### src/rtl/tun_pkg.sv
`timescale 1ns / 1ps
// ----------------------------------------------------------------------------
// tun_pkg
// Widths, pipeline payload types and helpers shared by the triangle unit
// normal datapath.
// ----------------------------------------------------------------------------
package tun_pkg;

  localparam int COORD_WIDTH      = 16;
  localparam int NORMAL_FRAC_BITS = 14;
  localparam int FIELD_W          = 16;  // input field width
  localparam int OUT_W            = 16;  // output component width

  localparam int CW   = COORD_WIDTH;
  localparam int F    = NORMAL_FRAC_BITS;
  localparam int EW   = CW + 1;            // edge
  localparam int PW   = 2 * EW;            // edge product
  localparam int NW   = PW + 1;            // signed cross component
  localparam int MW   = PW;                // cross magnitude
  localparam int SQW  = 2 * MW;            // squared magnitude
  localparam int LW   = SQW + 2;           // squared length
  localparam int RW   = (LW + 2 * F + 1) / 2;  // root bits, one per root cell
  localparam int XEW  = 2 * RW;            // radicand, even width
  localparam int REMW = RW + 3;            // root remainder
  localparam int QW   = F + 1;             // quotient bits, one per divide cell
  localparam int NUMW = MW + 2 * F;        // dividend
  localparam int DW   = ((NUMW > RW + F) ? NUMW : RW + F) + 1;
  localparam int VW   = 33;                // signed quotient before truncation

  typedef struct packed {
    logic                valid;
    logic                degen;
    logic [2:0]          neg;
    logic [2:0][MW-1:0]  mag;
  } side_t;

  typedef struct packed {
    side_t               side;
    logic [XEW-1:0]      x;
    logic [REMW-1:0]     rem;
    logic [RW-1:0]       root;
  } sq_t;

  typedef struct packed {
    logic                valid;
    logic                degen;
    logic [2:0]          neg;
    logic [2:0][DW-1:0]  rem;
    logic [DW-1:0]       dsh;
    logic [2:0][QW-1:0]  q;
  } dv_t;

  // Low CW bits of a field, sign-extended; a field narrower than CW is
  // taken as it stands, zero-extended.
  function automatic logic signed [EW-1:0] coord(input logic [FIELD_W-1:0] raw);
    logic [CW+FIELD_W-1:0] t;
    logic [CW-1:0]         v;
    t = {{CW{1'b0}}, raw};
    v = t[CW-1:0];
    return $signed({v[CW-1], v});
  endfunction

endpackage

### src/rtl/tun_sqrt_cell.sv
`timescale 1ns / 1ps
// ----------------------------------------------------------------------------
// tun_sqrt_cell
// One digit of the integer square root; takes two radicand bits per cycle while en is high.
// ----------------------------------------------------------------------------
module tun_sqrt_cell (
  input  logic         clk,
  input  logic         rst_n,
  input  logic         en,
  input  tun_pkg::sq_t d_i,
  output tun_pkg::sq_t q_o
);

  localparam int RW   = tun_pkg::RW;
  localparam int XEW  = tun_pkg::XEW;
  localparam int REMW = tun_pkg::REMW;

  tun_pkg::sq_t q_r, q_nxt;
  logic [REMW-1:0] rem2, trial;
  logic            take;

  always_comb begin
    rem2  = {d_i.rem[REMW-3:0], d_i.x[XEW-1:XEW-2]};
    trial = REMW'({d_i.root, 2'b01});
    take  = rem2 >= trial;
    q_nxt      = d_i;
    q_nxt.x    = {d_i.x[XEW-3:0], 2'b00};
    q_nxt.rem  = take ? (rem2 - trial) : rem2;
    q_nxt.root = {d_i.root[RW-2:0], take};
  end

  always_ff @(posedge clk) begin
    if (!rst_n) begin
      q_r.side.valid <= 1'b0;
    end else if (en) begin
      q_r <= q_nxt;
    end
  end

  assign q_o = q_r;

endmodule

### config.mk
export PLATFORM = sky130hd
export DESIGN_NAME = tun_sqrt_cell
export DESIGN_NICKNAME = d
export VERILOG_FILES = /design/src/rtl/tun_pkg.sv /design/src/rtl/tun_sqrt_cell.sv
export SDC_FILE = /design/constraint.sdc
export NUM_CORES = 1
export LEC_CHECK = 0
export BUFFER_PORTS_ARGS = -buffer_cell sky130_fd_sc_hd__clkbuf_2
export CORE_AREA = 2 2 241 243
export CTS_CLUSTER_SIZE = 24
export DETAILED_ROUTE_END_ITERATION = 10
export DIE_AREA = 0 0 243 245
export PLACE_DENSITY_LB_ADDON = 0.05
export SYNTH_ARGS = -nofsm -noshare
export SYNTH_HDL_FRONTEND = slang
export SYNTH_SLANG_ARGS = --single-unit
export TNS_END_PERCENT = 20
### constraint.sdc
create_clock -name clk -period 8.3 [get_ports clk]
set_input_delay 0.415 -clock clk [delete_from_list [all_inputs] [get_ports clk]]
set_output_delay 0.415 -clock clk [all_outputs]
set_load 0.005 [all_outputs]
Word level (Yosys, flattened, before mapping):

Cells that the tools add are included.

* muxes and demuxes: 1
* order comparisons: 1
* reductions and logical operators: 1
* add/sub/neg operators: 1

Operator list (count)
* $ge A52 B51 Y1: 1
* $mux W52: 1
* $sub A52 B51 Y52: 1
* $reduce_and A2 Y1: 1

* input bits: 309
* word-level logic and storage cells: 13
* output and inout port bits: 306
* bits in registers: 304

Depth between registers and ports, before layout:

* word-level depth: 2
* mapped depth: 15
* gate-level depth less buffers: 12

Worst setup path before layout:

OpenSTA, ideal clock, no wires.

* path kind: in2reg
* start: in en
* end: reg q_r (netlist bit q_o[0]) (enable)
* path slack: 0.350 ns
* stages on the path: 1
* data required time: 7.598 ns
* data arrival time: 7.248 ns
* path buffers: 0
* cells stage by stage: and2_1

* longest elaborated chain between the ends: 1

RTL lines
* start, declared: line tun_sqrt_cell.sv:9 `input logic en,`
* $reduce_and A2 Y1 (no line)
* end signal, assigned: line tun_sqrt_cell.sv:36 `q_r <= q_nxt;`
* end, declared: line tun_sqrt_cell.sv:18 `tun_pkg::sq_t q_r, q_nxt;`

Every way passes these cells.
A chain may end at the register's enable or synchronous reset.

==> results.txt <==
Htree depth: 2
Top-count cell post-synth: sky130_fd_sc_hd__edfxtp_1
Post-DR wirelength/cell: 20.5 um
Startpoint Class: primary input
Clock tree from TritonCTS: built
Synth Register Bits: 304
Post-route DRC violation count: 0
Maximum frequency from static timing analysis: 293 MHz
First-pass GRT wire length: 71800 um
Die extent in y: 245 um
Post-CTS setup repair buffer count: 0
Site Rows: 88
Source-to-sink clock delay at the later pin of the worst-skew pair: 0.55 ns
Clock transition at path regs: 0.05 ns
Setup skew after layout: 0 ns
Clk Tree Root Cell: sky130_fd_sc_hd__clkbuf_16
Area growth from synthesis to layout: 46.7%
Effective utilization at floorplan: 23.0%
Nets@finish: 2023
Worst EP required: 8.61 ns
Number of antenna violations at the first check in global routing: 10
Horizontal die dimension: 243 um
Post-DP HPWL: 40300 um
Routability congestion estimate from global placement: 0.835
Setup CP Type: primary input to flop
Transition time of the tightest slew-check pin: 1.08 ns
Post-Place Cells: 2280
Worst IR drop on VDD: 0.138 mV
GRT Total Usage: 16.4%
Worst hold path depth: 1
Number of buffers added by the clock tree synthesis step: 39
Slowest stage cell on the critical path: sky130_fd_sc_hd__buf_4
Largest fanout on the critical path: 47
Mean instance size in the synthesized netlist: 14.1 um2
Number of warnings printed during yosys synthesis: 0
Fin Setup TNS: 0 ns
Buffers added on ports: 610
Fraction of final layout cells with drive strength greater than 1: 41.5%
DRT Pass-1 Iters: 4
Number of flip-flops in the largest register: 304
Async set-or-reset flop fraction in the synthesized netlist: 0%
Worst path arrival time: 3.72 ns
Endpoint of the worst hold path: q_o[259]
Final antenna-violating net count: 0
Number of sinks driven by the clock tree: 304
Relative max-transition margin: 27.7%
Sequential-to-total area share from yosys stat: 69.4%
Top cell types by occurrence after synthesis: sky130_fd_sc_hd__edfxtp_1, sky130_fd_sc_hd__a21oi_1, sky130_fd_sc_hd__nor2_1, sky130_fd_sc_hd__inv_1, sky130_fd_sc_hd__ha_1
Post-synthesis cell area: 13100 um2
Top cells by area in the synthesized netlist: sky130_fd_sc_hd__edfxtp_1, sky130_fd_sc_hd__ha_1, sky130_fd_sc_hd__a21oi_1
Max-cap check violation count: 0
Number of cells on the worst reg-to-reg path: 2
Count of unique library cells instantiated by Yosys: 76
Maximum root-to-sink buffer count: 3
Type of the worst min-delay path: primary input to flop
Leakage power figure: 8.30 nW
Vias/cell: 4.19
Min-Delay Startpoint: d_i[259]
# IOs: 615
Highest cell delay on the worst timing path: 0.53 ns
Run status: completed
Startpoint of the worst register-to-register path: q_o[305]
Post-Place Cell Area: 17000 um2
Power Total: 0.00412 W
Global-route congestion overflow total: 0
Critical path startpoint: d_i[25]
Share of the synthesized area in the top cell type: 69.2%
Core Footprint: 57000 um2
Number of hold violations in the final report: 0
Post-synthesis cell count: 933
Post-layout instance count excluding filler cells: 2458
Number of DRC markers in iteration 0: 461
Reg-to-reg critical path endpoint: q_o[305]
Setup repair after global routing missed its margin: false
Post-synth EDFFs: 303
Finished Cell Area: 19300 um2
Most area-hungry cell type in the Yosys netlist: sky130_fd_sc_hd__edfxtp_1
Worst-case register-to-register setup slack: 7.70 ns
Final clock period utilization by the worst path: 41.1%
Largest net degree at the start of global routing: 83
Utilization after layout: 33.8%
Via count of the first global-routing pass: 10600
Worst setup EP type: flop
Total Die Area: 59500 um2
Count of final max-slew check failures: 0
Via total after detailed routing: 10300
Setup violators final: 0
Detailed-route wire length: 50300 um
Post-synth top flop: sky130_fd_sc_hd__edfxtp_1
P per Cell Area: 214 nW/um2
Ordered cell list for the critical path: clkbuf_2, inv_1, ha_1, nand4_1, nor4_1, and3_1, nand4_1, o2111a_1, and3_1, inv_4, buf_4, mux2_2
Time the final worst path needs with I/O delays and setup: 3.41 ns
==> worst max-delay path by stage <==
stage,endpoint,slack [ns]
after floorplan,q_o[0],0.35
final,q_o[94],4.89
after detailed placement,q_o[94],4.07
after global routing,q_o[86],4.48
after CTS,q_o[94],4.68
after global placement,q_o[94],4.11
==> layout make-up <==
cell class	instances	area, um2
fill	5899	37800
sequential	304	9120
timing repair buffer	723	4170
multi-input combinational	527	3570
clock buffer	47	1010
tap	765	957
inverter	68	258
clock inverter	18	185
antenna	6	15.0
==> cells in the final DEF (no fill, tap or decap), types with 17 or more instances in the layout <==
master and n:
sky130_fd_sc_hd__a21o_1 19, sky130_fd_sc_hd__a21oi_1 95, sky130_fd_sc_hd__clkbuf_16 39, sky130_fd_sc_hd__clkbuf_2 610, sky130_fd_sc_hd__dlygate4sd3_1 107, sky130_fd_sc_hd__edfxtp_1 303
sky130_fd_sc_hd__ha_1 51, sky130_fd_sc_hd__inv_1 67, sky130_fd_sc_hd__nand2_1 47, sky130_fd_sc_hd__nand4_1 17, sky130_fd_sc_hd__nor2_1 81, sky130_fd_sc_hd__o21ai_0 28
sky130_fd_sc_hd__xnor2_1 28, sky130_fd_sc_hd__xor2_1 19
==> routing by layer <==
| metal | vias to the layer above | GRT usage [%] | part of all wire (%) |
|---|---|---|---|
| met3 | 54 | 5.72 | 7.7 |
| met1 | 4945 | 17.7 | 37 |
| met5 | - | 0 | 0.097 |
| li1 | 4947 | - | - |
| met2 | 341 | 30.3 | 53 |
| met4 | 8 | 4.49 | 1.9 |
==> logic make-up after synthesis <==
kind of cell	count (synthesis)	share of synthesized area, %
AO/OA/AOI/OAI	207	10.3
AND/OR/NAND/NOR	210	7.92
buffers and inverters	103	3.49
other	1	0.0285
flip-flops	304	69.4
adder cells (fa/ha/maj)	51	4.86
multiplexers	10	0.866
XOR/XNOR	47	3.13
==> metrics by stage <==
stage / setup WS, ns / hold WS, ns
6_report: 4.89 / 0.0352
5_1_grt: 4.48 / 0.00587
4_1_cts: 4.68 / 0.0000713
3_5_place_dp: 4.07 / 0.521
3_3_place_gp: 4.11 / 0.511
2_1_floorplan: 0.350 / 0.507
==> where the power goes <==
part | switching, W | internal [W] | leakage [nW]
clock | 0.000685 | 0.000930 | 0.580
sequential | 0.0000286 | 0.00183 | 2.86
combinational | 0.000363 | 0.000287 | 4.86
total | 0.00108 | 0.00305 | 8.30
==> worst max-delay path, delay by kind of cell <==
kind            cells  cell delay [ns]
compound gates      1             0.16
buf+inv             4             1.03
simple gates        5             1.26
mux                 1             0.39
fa+ha+maj           1             0.42
==> repair_timing <==
action,CTS,global route
hold buffers,107,0
setup endpoints to repair,0,0
resized for setup,0,0
hold endpoints to repair,107,0
No activity file was read; power rests on OpenSTA's default activity.
