**config.mk**
```make
export PLATFORM = sky130hd
export DESIGN_NAME = tun_div_cell
export DESIGN_NICKNAME = d
export VERILOG_FILES = /design/src/rtl/tun_pkg.sv /design/src/rtl/tun_div_cell.sv
export SDC_FILE = /design/constraint.sdc
export NUM_CORES = 1
export LEC_CHECK = 0
export CAP_MARGIN = 20
export CORE_AREA = 2 2 238 240
export CTS_BUF_LIST = sky130_fd_sc_hd__clkbuf_16
export CTS_CLUSTER_SIZE = 12
export DETAILED_ROUTE_END_ITERATION = 10
export DIE_AREA = 0 0 240 242
export DONT_BUFFER_PORTS = 1
export PLACE_DENSITY_LB_ADDON = 0.3
export SLEW_MARGIN = 25
export SYNTH_ARGS = -nofsm -noshare
export SYNTH_HDL_FRONTEND = slang
export SYNTH_SLANG_ARGS = --single-unit
```
**constraint.sdc**
```tcl
create_clock -name clk -period 10.2 [get_ports clk]
set_clock_uncertainty 0.15 [all_clocks]
set_input_delay 0.51 -clock clk [delete_from_list [all_inputs] [get_ports clk]]
set_output_delay 0.51 -clock clk [all_outputs]
set_load 0.02 [all_outputs]
```
**src/rtl/tun_pkg.sv**
```systemverilog
`timescale 1ns / 1ps
// ----------------------------------------------------------------------------
// tun_pkg
// Widths, pipeline payload types and helpers shared by the triangle unit
// normal datapath.
// ----------------------------------------------------------------------------
package tun_pkg;

  localparam int COORD_WIDTH      = 16;
  localparam int NORMAL_FRAC_BITS = 14;
  localparam int FIELD_W          = 16;  // input field width
  localparam int OUT_W            = 16;  // output component width

  localparam int CW   = COORD_WIDTH;
  localparam int F    = NORMAL_FRAC_BITS;
  localparam int EW   = CW + 1;            // edge
  localparam int PW   = 2 * EW;            // edge product
  localparam int NW   = PW + 1;            // signed cross component
  localparam int MW   = PW;                // cross magnitude
  localparam int SQW  = 2 * MW;            // squared magnitude
  localparam int LW   = SQW + 2;           // squared length
  localparam int RW   = (LW + 2 * F + 1) / 2;  // root bits, one per root cell
  localparam int XEW  = 2 * RW;            // radicand, even width
  localparam int REMW = RW + 3;            // root remainder
  localparam int QW   = F + 1;             // quotient bits, one per divide cell
  localparam int NUMW = MW + 2 * F;        // dividend
  localparam int DW   = ((NUMW > RW + F) ? NUMW : RW + F) + 1;
  localparam int VW   = 33;                // signed quotient before truncation

  typedef struct packed {
    logic                valid;
    logic                degen;
    logic [2:0]          neg;
    logic [2:0][MW-1:0]  mag;
  } side_t;

  typedef struct packed {
    side_t               side;
    logic [XEW-1:0]      x;
    logic [REMW-1:0]     rem;
    logic [RW-1:0]       root;
  } sq_t;

  typedef struct packed {
    logic                valid;
    logic                degen;
    logic [2:0]          neg;
    logic [2:0][DW-1:0]  rem;
    logic [DW-1:0]       dsh;
    logic [2:0][QW-1:0]  q;
  } dv_t;

  // Low CW bits of a field, sign-extended; a field narrower than CW is
  // taken as it stands, zero-extended.
  function automatic logic signed [EW-1:0] coord(input logic [FIELD_W-1:0] raw);
    logic [CW+FIELD_W-1:0] t;
    logic [CW-1:0]         v;
    t = {{CW{1'b0}}, raw};
    v = t[CW-1:0];
    return $signed({v[CW-1], v});
  endfunction

endpackage

```
**src/rtl/tun_div_cell.sv**
```systemverilog
`timescale 1ns / 1ps
// ----------------------------------------------------------------------------
// tun_div_cell
// One restoring quotient bit for all three components against a shared
// shifted divisor.
// ----------------------------------------------------------------------------
module tun_div_cell (
  input  logic         clk,
  input  logic         rst_n,
  input  logic         en,
  input  tun_pkg::dv_t d_i,
  output tun_pkg::dv_t q_o
);

  localparam int QW = tun_pkg::QW;

  tun_pkg::dv_t q_r, q_nxt;

  always_comb begin
    q_nxt     = d_i;
    q_nxt.dsh = d_i.dsh >> 1;
    for (int i = 0; i < 3; i++) begin
      if (d_i.rem[i] >= d_i.dsh) begin
        q_nxt.rem[i] = d_i.rem[i] - d_i.dsh;
        q_nxt.q[i]   = {d_i.q[i][QW-2:0], 1'b1};
      end else begin
        q_nxt.q[i]   = {d_i.q[i][QW-2:0], 1'b0};
      end
    end
  end

  always_ff @(posedge clk) begin
    if (!rst_n) begin
      q_r.valid <= 1'b0;
    end else if (en) begin
      q_r <= q_nxt;
    end
  end

  assign q_o = q_r;

endmodule

```
* Word-level counts from Yosys, hierarchy flattened
Cells that the tools add are included.
** Cells by class
- Shift-type cells :: 0
- Add/sub/neg operators :: 3
- Div/mod/pow operators :: 0
- $mul :: 0
- Equality and inequality tests :: 0
- Muxes and demuxes :: 6
- Reduce and logical (&&, ||, !) cells :: 1
- Bitwise gates (word level) :: 0
- Order comparisons :: 3
** Operators with widths (count)
- 64-bit >= comparator :: 3
- 64-bit 2-to-1 mux :: 3
- 64-bit subtractor :: 3
- 1-bit 2-to-1 mux :: 3
- 2-bit AND reduction :: 1
** Storage, ports and cells
- Memories :: 0
- ROM bits :: 0
- Word-level logic and storage cells :: 23
- Memory bits (writable) :: 0
- Register bits :: 305
- Latch bits :: 0

* Logic depth before layout (Yosys ltp)
Gate-level depths: netlist of the first run.
- Word-level depth :: 2
- Gate-level depth with buffers :: 17
- Mapped depth without buffers :: 14

* Worst setup path after synthesis of the first run
No wires, ideal clock.
- Path type :: input to register
- Start point :: input en
- End point :: register q_r, in the netlist q_o[0], enable pin
- Required time :: 9347 ps
- Path slack :: 1982 ps
- Arrival time :: 7366 ps
- Cell stages on the path :: 1
- Library setup time :: 703 ps
- Cell sequence :: and2_1
** Between the ends
- Longest elaborated chain between the ends :: 1
** RTL lines
- start, declared :: RTL line tun_div_cell.sv:10 : input logic en,
- 2-bit AND reduction (no line)
- end signal, assigned :: RTL line tun_div_cell.sv:36 : q_r <= q_nxt;
- end, declared :: RTL line tun_div_cell.sv:17 : tun_pkg::dv_t q_r, q_nxt;
No other way between the ends.
A chain may end at the register's enable or synchronous reset.

==> impl_metrics.json, run 1 <==
{
  "synth.avg_cell_area_um2": 9.16,
  "reg2reg_slack_ns": 8.71,
  "worst_ep_arrival_time_ns": 5.10,
  "diodes": 0,
  "ys.flop_type": "edfxtp_1",
  "via_per_inst": 5.90,
  "numCtsBuffers": 37,
  "critical_path.endpoint_type": "flop",
  "routed_wire_length_per_instance_um": 25.4,
  "worstPathRequired_ns": 10.35,
  "sw_frac_of_total_pct": 34.2,
  "detailedRoute.firstPassIterationCount": 5,
  "period_needed_ns": 4.94,
  "timing_worst_slew_pin_value_ns": 0.971,
  "rsz_0062_raised_after_global_routing": "no",
  "largest_register_ff_count": 305,
  "antenna_found_initial": 2,
  "synth_edf_count": 304,
  "asr_flop_ratio_synth_pct": 0,
  "synth_most_common_cell": "edfxtp_1",
  "number_of_vias_in_the_routed_layout": 20000,
  "clk_transition_reported_paths_ns": 0.07,
  "top_area_cell_type_share_of_the_netlist_area_pct": 40.5,
  "dp.final_hpwl_um": 67200,
  "relSlewSlack_pct": 33.6,
  "post_cts_hold_buffer_count": 216,
  "clk-insertion-delay-late_ns": 0.54,
  "hold_path.class": "input port to flop",
  "design.core.area_mm2": 0.0557,
  "setup_viol": 0,
  "wl_um": 86200,
  "drv_cap": 0,
  "initial_cell_density_of_the_core_pct": 40.5,
  "syn2layout_area_growth_pct": 17.5,
  "drt_iter0_drc": 1408,
  "ant_nets": 0,
  "portion_of_the_post_synthesis_area_used_by_sequential_elements_pct": 40.6,
  "clock-root-buffer": "clkbuf_16",
  "synthesis.nets": 2966,
  "postSynthRegisterBits": 305,
  "clock_tree.buffer_depth": 3,
  "die_height_um": 242,
  "layout.nets": 3120,
  "final_layout_size_suffix_gt1_share_pct": 4.13,
  "placementRows": 87,
  "ios": 615,
  "first_global_vias": 19600,
  "timing.critical_path.from_type": "input port",
  "path_type_of_the_worst_setup_path": "input port to flop",
  "min_period_over_period_pct": 48.5,
  "layout.core_utilization_pct": 47.6,
  "yosysWarningCount": 0,
  "grt_first_pass_wirelength_um": 125000,
  "post_cts_resized": 0,
  "post_synth_most_frequent_cells": "304 x edfxtp_1, 291 x a21oi_1, 282 x nand2_1, 247 x o21ai_0, 192 x ha_1",
  "clock.fmax_mhz": 202,
  "yosys.area.top_type": "edfxtp_1",
  "cellPowerDensity_mw_per_mm2": 158,
  "postCtsSetupRepairBufs": 0,
  "post-route-drc-count": 0,
  "syn_area_mm2": 0.0226,
  "port_buffers": 0,
  "power_leakage_nw": 10.5,
  "grt_remaining_overflow": 0,
  "die-area_mm2": 0.0581,
  "postSynthCellCount": 2462,
  "clkPwrFrac_pct": 31.8,
  "vdd_drop_max_mv": 0.140,
  "clkSinkCount": 305,
  "synth_cell_types": 77,
  "fillCellCount": 5298,
  "cts_max_level": 2,
  "place.gp.congestion": 0.940,
  "p_switching_w": 0.00143,
  "power.total_w": 0.00418,
  "die_x_um": 240,
  "cts_tree": "yes",
  "setup-tns-final_ns": 0,
  "power_frac_seq_pct": 41.6,
  "timing.final.max_slew_violations": 0,
  "groute.usage.overall_pct": 28.7,
  "netlist_top_cells_area": "edfxtp_1 40%, ha_1 11%, a21oi_1 6.5%",
  "grt_start_max_net_pins": 90,
  "internal_power_w": 0.00275,
  "cp_max_fo": 5,
  "pwr-share-comb_pct": 26.6,
  "hold_viol_final": 0,
  "run_status": "complete, no violations"
}
## kinds of logic (layout without fill, tap and decap cells)
logic type,count (synthesis),after routing,synth area share [%]
xor gates and xnor gates,177,177,6.87
buffers and inverters,222,398,3.83
DFF,305,305,40.6
AOI/OAI and AO/OA,854,854,22.9
muxes,19,19,0.938
adders and majority gates,195,195,10.9
other,1,1,0.0166
and+or+nand+nor,689,689,14.0
## worst paths after layout
kind	from	end	cells past startpoint
worst max-delay path	d_i[47]	q_o[172]	13
worst min-delay path	d_i[111]	q_o[111]	2
worst max register to register	q_o[305]	q_o[305]	3
worst min register to register	q_o[305]	q_o[305]	3
## power groups by stage
stage                     sequential, W  clock (W)  combinational [W]
final                           0.00174    0.00133            0.00111
after global routing            0.00175    0.00140            0.00123
after CTS                       0.00174    0.00135            0.00110
after detailed placement        0.00176          0            0.00102
after global placement          0.00176          0            0.00101
after floorplan                 0.00174          0           0.000764
## final cells by class
| cell class | count | area, um2 | share of cell area [%] |
|---|---|---|---|
| multi-input cells | 1935 | 12600 | 47.4 |
| flip-flops and latches | 305 | 9150 | 34.5 |
| repair buffers | 230 | 2270 | 8.55 |
| clock buffers | 38 | 951 | 3.59 |
| well taps | 756 | 946 | 3.57 |
| inverters | 107 | 402 | 1.52 |
| clock inverters | 23 | 231 | 0.873 |
## critical path, cell delays in order
cell and delay (ns):
inv_1 0.06, ha_1 0.36, o21ai_0 0.10, a21oi_1 0.38, o2111ai_1 0.54, a2111oi_0 1.00, o41a_1 0.44, a31oi_1 0.25
o2111ai_1 0.48, nand2_1 0.21, o31ai_1 0.30, nor4b_1 0.09, or3_1 0.35
## placed cells by master, fill, tap and decap left out, types with 8 or more instances in the layout
| cell type | synthesis | final |
|---|---|---|
| a31oi_1 | 28 | 28 |
| nor3_1 | 31 | 31 |
| a21boi_0 | 8 | 8 |
| o21ai_0 | 247 | 246 |
| a211oi_1 | 16 | 16 |
| and2_1 | 12 | 11 |
| nand2b_1 | 20 | 20 |
| o21a_1 | 31 | 31 |
| mux2_2 | 17 | 17 |
| clkbuf_16 | 0 | 38 |
| a21oi_1 | 291 | 291 |
| nor4_1 | 10 | 10 |
| o21bai_1 | 31 | 31 |
| a21o_1 | 104 | 104 |
| nand3_1 | 40 | 40 |
| o211ai_1 | 17 | 17 |
| inv_1 | 106 | 110 |
| and3_1 | 18 | 18 |
| nor2b_1 | 19 | 19 |
| buf_4 | 2 | 14 |
| nand4_1 | 55 | 55 |
| nor2_1 | 163 | 163 |
| xnor2_1 | 91 | 91 |
| edfxtp_1 | 304 | 304 |
| o31ai_1 | 9 | 9 |
| ha_1 | 192 | 192 |
| nand2_1 | 282 | 282 |
| or3_1 | 10 | 10 |
| dlygate4sd3_1 | 0 | 216 |
| xor2_1 | 86 | 86 |
## layer usage
layer  share of wire, %  GRT usage (%)  up-vias
li1                   -              -     9423
met3                7.4           5.80      117
met4                2.8           8.40        2
met1                 43           38.1     9630
met2                 47           47.2      841
met5              0.016              0        -
## through the flow
stage               cells  area, um2  worst slack (ns)  hold slack [ns]
floorplan            2462      22600              1.98            0.439
global placement     3117      23200              4.89            0.459
detailed placement   3117      23200              4.87            0.459
CTS                  3394      26500              5.48         0.000140
global route         3394      26500              5.16           0.0125
finish               3394      26500              5.26           0.0244
Power figures use the tool's default switching activity.
==> run 2: changes to the inputs <==
==> constraint.sdc (replaced) <==
create_clock -name clk -period 4.3 [get_ports clk]
set_clock_uncertainty 0.15 [all_clocks]
set_input_delay 0.215 -clock clk [delete_from_list [all_inputs] [get_ports clk]]
set_output_delay 0.215 -clock clk [all_outputs]
set_load 0.02 [all_outputs]
==> impl_metrics.json, run 2 (same netlist as run 1, synthesis figures left out) <==
{
  "run_status": "complete, no violations",
  "area_of_the_multi_input_gates_mm2": 0.0126,
  "ios": 615,
  "internal_power_w": 0.00681,
  "slowest_delay_ns": 0.55,
  "cts_tree": "yes",
  "clock_tree.buffer_depth": 3,
  "cp_slowest_cell": "dlygate4sd3_1",
  "largest_register_ff_count": 305,
  "worstPathRequired_ns": 4.45,
  "timing.critical_path.from_type": "input port",
  "port_buffers": 0,
  "wl_um": 90900,
  "sw_frac_of_total_pct": 33.8,
  "worst_flop_to_flop_path_startpoint": "q_o[305]",
  "cp_max_fo": 12,
  "worst_ep_arrival_time_ns": 4.25,
  "final_layout_size_suffix_gt1_share_pct": 6.80,
  "post-route-drc-count": 0,
  "power_leakage_nw": 11.4,
  "die_height_um": 242,
  "initial_cell_density_of_the_core_pct": 40.5,
  "detailedPlace.worstSlack_ns": -0.0809,
  "groute.usage.overall_pct": 30.2,
  "final.setup.worst_slack_ns": 0.194,
  "vdd_drop_max_mv": 0.330,
  "place.gp.congestion": 0.976,
  "placementRows": 87,
  "pwr-share-comb_pct": 28.2,
  "min_period_over_period_pct": 95.5,
  "clock-root-buffer": "clkbuf_16",
  "critical_path.cell_chain": "dlygate4sd3_1 > inv_1 > ha_1 > fa_2 > nor2b_1 > o31a_1 > nor3_2 > o21ai_2 > buf_4 > a311o_1 > o21a_1 > a41o_2 > a31oi_4 > buf_12 > inv_2 > buf_4 > nor2_1 > a21oi_1 > dlygate4sd3_1",
  "numCtsBuffers": 37,
  "fin_cells": 3565,
  "seq_area_mm2": 0.00915,
  "syn2layout_area_growth_pct": 25.4,
  "fillCellCount": 5154,
  "via_per_inst": 5.91,
  "critical_path.endpoint_type": "flop",
  "hold_path.class": "input port to flop",
  "period_needed_ns": 4.11,
  "timing_worst_slew_pin_value_ns": 0.840,
  "setup-tns-final_ns": 0,
  "clkPwrFrac_pct": 31.6,
  "p_switching_w": 0.00347,
  "reg2reg_slack_ns": 2.71,
  "cellPowerDensity_mw_per_mm2": 364,
  "placed_cells": 3190,
  "critical_path_buf_inv_count": 7,
  "layout.core_utilization_pct": 50.7,
  "first_global_vias": 20900,
  "number_of_vias_in_the_routed_layout": 21100,
  "drt_iter0_drc": 1466,
  "drv_cap": 0,
  "grt_remaining_overflow": 0,
  "most-common-layout-cells": "309 x dlygate4sd3_1, 304 x edfxtp_1, 290 x a21oi_1, 282 x nand2_1, 246 x o21ai_0",
  "power_frac_seq_pct": 40.2,
  "hold_start": "d_i[270]",
  "cpLargestDelayFamily": "buffers and inverters",
  "path_type_of_the_worst_setup_path": "input port to flop",
  "die-area_mm2": 0.0581,
  "layout.cells.most_common": "dlygate4sd3_1",
  "hold_viol_final": 0,
  "die_x_um": 240,
  "dp.final_hpwl_um": 69400,
  "clkSinkCount": 305,
  "routed_wire_length_per_instance_um": 25.5,
  "clk-insertion-delay-late_ns": 0.56,
  "detailedRoute.firstPassIterationCount": 7,
  "relSlewSlack_pct": 43.5,
  "clock.fmax_mhz": 244,
  "antenna_found_initial": 1,
  "crit_path_start": "d_i[109]",
  "ant_nets": 0,
  "grt_start_max_net_pins": 72,
  "timing.final.max_slew_violations": 0,
  "grt_first_pass_wirelength_um": 133000,
  "clk_transition_reported_paths_ns": 0.07,
  "design.core.area_mm2": 0.0557,
  "cts_max_level": 2,
  "setup_viol": 0,
  "layout.nets": 3287
}
run 2: cell types whose count changed in the layout (fill, tap and decap cells not counted), sizes merged:
cell         delta
dlygate4sd3    +93
clkbuf          +1
inv             +4
clkinv          -2
buf            +74
clkinvlp        -1
bufinv          +1
diode           +1
run 2: tightest hold or removal path: cells and delay by family:
kind | cells | cell delay (ns)
fa+ha+maj | 1 | 0.21
compound gates | 1 | 0.12
xor+xnor | 1 | 0.08
run 2: final timing paths:
kind,endpoint,cells after the start
worst max-delay path,q_o[109],19
worst min-delay path,q_o[270],3
worst max register to register,q_o[305],3
worst min register to register,q_o[305],3
run 2: timing repair:
item,CTS,global route
hold endpoints to repair,302,0
endpoints found under the setup margin,0,13
hold buffers,309,0
gates resized for setup,0,10
buffers inserted,0,0
run 2: power by group through the flow:
stage	Combinational [W]	Clock, W	Sequential [W]
CTS	0.00284	0.00330	0.00413
global route	0.00317	0.00341	0.00415
global placement	0.00254	0	0.00419
finish	0.00290	0.00325	0.00413
detailed placement	0.00256	0	0.00419
floorplan	0.00181	0	0.00410
run 2: per-layer routing:
| metal | global-route usage, % | part of all wire (%) | up-vias |
|---|---|---|---|
| li1 | - | - | 9742 |
| met1 | 39.4 | 42 | 10200 |
| met2 | 49.9 | 47 | 979 |
| met3 | 6.08 | 7.7 | 171 |
| met4 | 9.77 | 3.5 | 0 |
| met5 | 0 | 0 | - |
run 2: cell type report:
class                           instances  share of cell area [%]
Antenna cell                            1                 0.00885
Clock buffer                           39                    3.45
Clock inverter                         25                   0.907
Inverter                              107                    1.42
Multi-Input combinational cell       1935                    44.6
Sequential cell                       305                    32.4
Tap cell                              756                    3.35
Timing Repair Buffer                  397                    13.9
run 2: metrics by stage:
stage | total power [W] | hold slack [ns] | cell area (um2)
after global placement | 0.00673 | 0.164 | 23900
after CTS | 0.0103 | 0.00000211 | 28200
final | 0.0103 | 0.0280 | 28300
after global routing | 0.0107 | 0.0218 | 28300
after detailed placement | 0.00675 | 0.164 | 23900
after floorplan | 0.00592 | 0.164 | 22600
